**src/ssc_pkg.sv**
```systemverilog
`timescale 1ns / 1ps
`default_nettype none

package ssc_pkg;

   localparam int unsigned VALUE_W = 16;
   localparam int unsigned COUNT_W = 30;
   localparam int unsigned ADDR_W  = 10;
   localparam int unsigned MAX_SUM = 1023;

   localparam logic [COUNT_W-1:0] WAY_MOD = COUNT_W'(1000000007);
   localparam logic [ADDR_W-1:0]  TOP_ADDR = ADDR_W'(MAX_SUM);

   typedef enum logic [2:0] {
      ST_IDLE,
      ST_SWEEP,
      ST_DRAIN,
      ST_FETCH,
      ST_LOAD
   } state_type;

   // Commands from the controller to the datapath.
   typedef struct packed {
      logic capture;   // latch the incoming element and restart the sweep counter
      logic step;      // read the table at the sweep counter and step down
      logic fetch;     // read the table entry at the target sum
      logic load;      // move the fetched count into the result register
   } ctrl_cmd_type;

   // Status from the datapath to the controller.
   typedef struct packed {
      logic last_addr;   // sweep counter stands at entry zero
      logic elem_last;   // the element being applied closes its set
      logic out_busy;    // result register holds a beat that is not taken this cycle
   } ctrl_status_type;

endpackage

`default_nettype wire

```
**src/ssc_ctrl.sv**
```systemverilog
`timescale 1ns / 1ps
`default_nettype none

module ssc_ctrl (
   input  wire logic                     clock,
   input  wire logic                     reset,
   input  wire logic                     req_valid,
   output logic                          req_ready,
   input  wire ssc_pkg::ctrl_status_type status,
   output ssc_pkg::ctrl_cmd_type         cmd
);

   ssc_pkg::state_type state_ff;
   ssc_pkg::state_type state_in;

   always_ff @(posedge clock) begin
      if (reset) begin
         state_ff <= ssc_pkg::ST_IDLE;
      end else begin
         state_ff <= state_in;
      end
   end

   always_comb begin
      state_in = state_ff;
      unique case (state_ff)
         ssc_pkg::ST_IDLE: begin
            if (req_valid) begin
               state_in = ssc_pkg::ST_SWEEP;
            end
         end
         ssc_pkg::ST_SWEEP: begin
            if (status.last_addr) begin
               state_in = ssc_pkg::ST_DRAIN;
            end
         end
         ssc_pkg::ST_DRAIN: begin
            state_in = status.elem_last ? ssc_pkg::ST_FETCH : ssc_pkg::ST_IDLE;
         end
         ssc_pkg::ST_FETCH: begin
            state_in = ssc_pkg::ST_LOAD;
         end
         ssc_pkg::ST_LOAD: begin
            if (!status.out_busy) begin
               state_in = ssc_pkg::ST_IDLE;
            end
         end
         default: begin
            state_in = ssc_pkg::ST_IDLE;
         end
      endcase
   end

   always_comb begin
      req_ready   = 1'b0;
      cmd         = '0;
      unique case (state_ff)
         ssc_pkg::ST_IDLE: begin
            req_ready   = 1'b1;
            cmd.capture = req_valid;
         end
         ssc_pkg::ST_SWEEP: begin
            cmd.step = 1'b1;
         end
         ssc_pkg::ST_DRAIN: begin
         end
         ssc_pkg::ST_FETCH: begin
            cmd.fetch = 1'b1;
         end
         ssc_pkg::ST_LOAD: begin
            cmd.load = !status.out_busy;
         end
         default: begin
         end
      endcase
   end

endmodule

`default_nettype wire

```
**config.mk**
```make
export PLATFORM = sky130hd
export DESIGN_NAME = ssc_ctrl
export DESIGN_NICKNAME = d
export VERILOG_FILES = /design/src/ssc_pkg.sv /design/src/ssc_ctrl.sv
export SDC_FILE = /design/constraint.sdc
export NUM_CORES = 1
export LEC_CHECK = 0
export BUFFER_PORTS_ARGS = -buffer_cell sky130_fd_sc_hd__buf_2
export CAP_MARGIN = 0
export CORE_AREA = 2 2 39 41
export CTS_CLUSTER_DIAMETER = 150
export DETAILED_ROUTE_END_ITERATION = 16
export DIE_AREA = 0 0 41 43
export MAX_ROUTING_LAYER = met4
export SLEW_MARGIN = 30
export SYNTH_ARGS = -nofsm -noshare
export SYNTH_HDL_FRONTEND = slang
export SYNTH_SLANG_ARGS = --single-unit
```
**constraint.sdc**
```tcl
create_clock -name clock -period 1 [get_ports clock]
set_input_delay 0.3 -clock clock [delete_from_list [all_inputs] [get_ports clock]]
set_output_delay 0.3 -clock clock [all_outputs]
set_load 0.01 [all_outputs]
```
==> flow_summary.yaml <==
cts:
  cts_buffer_depth: 2
  clock_latency_ns: 0.23
  cts.clk_slew.worst_paths_ns: 0.04
  htreeDepth: 1
  cts_tree: "yes"
  numCtsBuffers: 3
  clkSinkCount: 3
  clock-root-buffer: "clkbuf_4"
final_layout:
  drive_above_1_share_pct: 65.0
  largest_reg_flops: 3
  top_regs: "state_ff: 3 flops"
  finalCoreUtilization_pct: 25.1
  area_growth_pct: 109
  top_register: "state_ff"
  final_common_cell: "buf_2"
  n_antenna_cell: 0
  nNetsFinal: 47
  final_cell_mix: "9 x buf_2, 4 x buf_4, 3 x nor2_1, 3 x clkbuf_4, 3 x dfxtp_4"
timing:
  rsz0062_at_grt: "true"
  clock.fmax_mhz: 758
  timing.final.crit_share_pct: 132
  setup_ws_ns: -0.320
  tightest_slew_ns: 0.171
  setup_viol: 6
  post-route-min-period_ns: 1.32
  finalHoldViolCount: 0
  drv_slew: 0
  skew_ns: 0.00322
  slew_headroom_pct: 88.6
synthesis:
  syn_area_per_cell_um2: 7.92
  synth.area.mux_share_pct: 0
  synth_compound_area_share_pct: 18.0
  syn_area_um2: 166
  synth_top_family_by_area: "simple AND/OR/NAND/NOR gates"
  ys_seq_area_share_pct: 36.1
  ys_types: 13
  ys_ff_latch: 3
  synth_xor_xnor_area_share_pct: 0
  syn-num-nets: 27
  yosys_warnings: 0
  synthSimpleGateAreaFrac_pct: 45.9
  synthAdderAreaFrac_pct: 0
  synth_cells: 21
global_routing:
  grt_pass1_vias: 209
  grt_pass1_wl_um: 703
  grt_overflow: 0
  grt_max_degree: 7
  track_usage_pct: 6.57
  antenna_found_initial: 0
pwr:
  powerDensity_mw_per_mm2: 1290
  total_power_uw: 447
  peakVddDrop_uv: 280
  p_leak_nw: 0.168
setup_path:
  start_kind: "register"
  path_cells: "nor3_4 > and2_4 > buf_6"
  critPathKind: "reg2out"
  critPathMaxStageDelay_ns: 0.36
  worstPathArrival_ns: 1.02
  cp_slowest_cell: "dfxtp_4"
  cp-end-kind: "output pin"
  worstPathRequired_ns: 0.70
  worst-path-max-fanout: 6
die:
  rows: 14
  initial_core_util_pct: 12.0
  core-area_mm2: 0.00138
  die_h_um: 43
  dieWidth_um: 41
  ios: 11
  dieArea_mm2: 0.00176
routing:
  drtPass1Iterations: 1
  routedWlPerCell_um: 8.36
  drtIter0Drc: 0
  postRouteWirelength_um: 468
  vias_per_cell: 3.77
  antenna_left: 0
  vias: 211
  drc_errors: 0
placed_design:
  hpwl_um: 325
  place_congestion: 0.627
  portBuffers: 10
job:
  drv_cap: 0
status:
  status: "finished, violations left"
  violations: "negative setup slack"
hold_path:
  hp-class: "in2reg"
[logic make-up (layout without fill, tap and decap cells)]
family,Yosys count,after routing
AOI/OAI and AO/OA,4,4
buffers and inverters,0,19
DFF,3,3
and+or+nand+nor,14,14
[what timing repair did]
action	in CTS	in global routing
hold buffers	0	0
resized for setup	9	2
pin swaps	7	1
gates cloned	0	0
endpoints found under the hold margin	0	0
endpoints found under the setup margin	6	7
setup buffers	2	1
[synthesized netlist by cell type]
library cell,instances,area share (%)
dfxtp_1,3,36
a21o_1,1,4.5
and3b_1,1,5.3
nor3b_1,1,4.5
a21boi_2,1,6.8
a31oi_1,1,3.8
nor3_1,1,3.0
nand2_1,2,4.5
and2_1,2,7.5
o21ai_0,1,3.0
nor2_1,4,9.0
nand2b_1,2,7.5
nand3b_1,1,4.5
[report_power, final]
group	switching [mW]	internal [mW]	total, mW
Clock	0.0624	0.150	0.212
Sequential	0.0141	0.123	0.137
Combinational	0.0366	0.0616	0.0982
Total	0.113	0.334	0.447
[final timing paths]
path | to | slack, ns | start | depth (start not counted)
worst max-delay path | cmd[3] | -0.32 | state_ff[2]$_SDFFE_PP0P_ | 3
worst min-delay path | state_ff[2]$_SDFFE_PP0P_ | 0.23 | reset | 2
worst max register to register | state_ff[2]$_SDFFE_PP0P_ | -0.03 | state_ff[2]$_SDFFE_PP0P_ | 4
worst min register to register | state_ff[2]$_SDFFE_PP0P_ | 0.57 | state_ff[2]$_SDFFE_PP0P_ | 2
[per-layer routing]
| layer | track usage, % | vias to the layer above | routed length [um] |
|---|---|---|---|
| met3 | 3.14 | 0 | 30 |
| met1 | 5.11 | 97 | 147 |
| met4 | 6.00 | 0 | 0 |
| met2 | 10.3 | 5 | 291 |
| li1 | - | 109 | - |
| met5 | - | - | 0 |
[layout make-up]
type / count / area, um2
clock buffer: 4 / 26.3
sequential: 3 / 71.3
multi-input combinational: 18 / 133
tap: 16 / 20.0
fill: 162 / 1040
timing repair buffer: 15 / 97.6
[stage by stage]
stage / area, um2 / setup TNS, ns / hold slack, ns / setup slack [ns] / instances
detailed placement: 270 / -0.471 / 0.485 / -0.142 / 49
floorplan: 185 / -0.101 / 0.372 / -0.0722 / 21
global placement: 270 / -0.426 / 0.483 / -0.122 / 49
CTS: 337 / -1.41 / 0.224 / -0.333 / 55
finish: 348 / -1.38 / 0.235 / -0.320 / 56
global route: 348 / -1.65 / 0.242 / -0.361 / 56
[critical path, delay by kind of cell (launching register included)]
| family | cells | cell delay [ns] |
|---|---|---|
| buffers and inverters | 1 | 0.09 |
| DFF | 1 | 0.36 |
| and+or+nand+nor | 2 | 0.34 |
(Power assumes the default switching activity.)
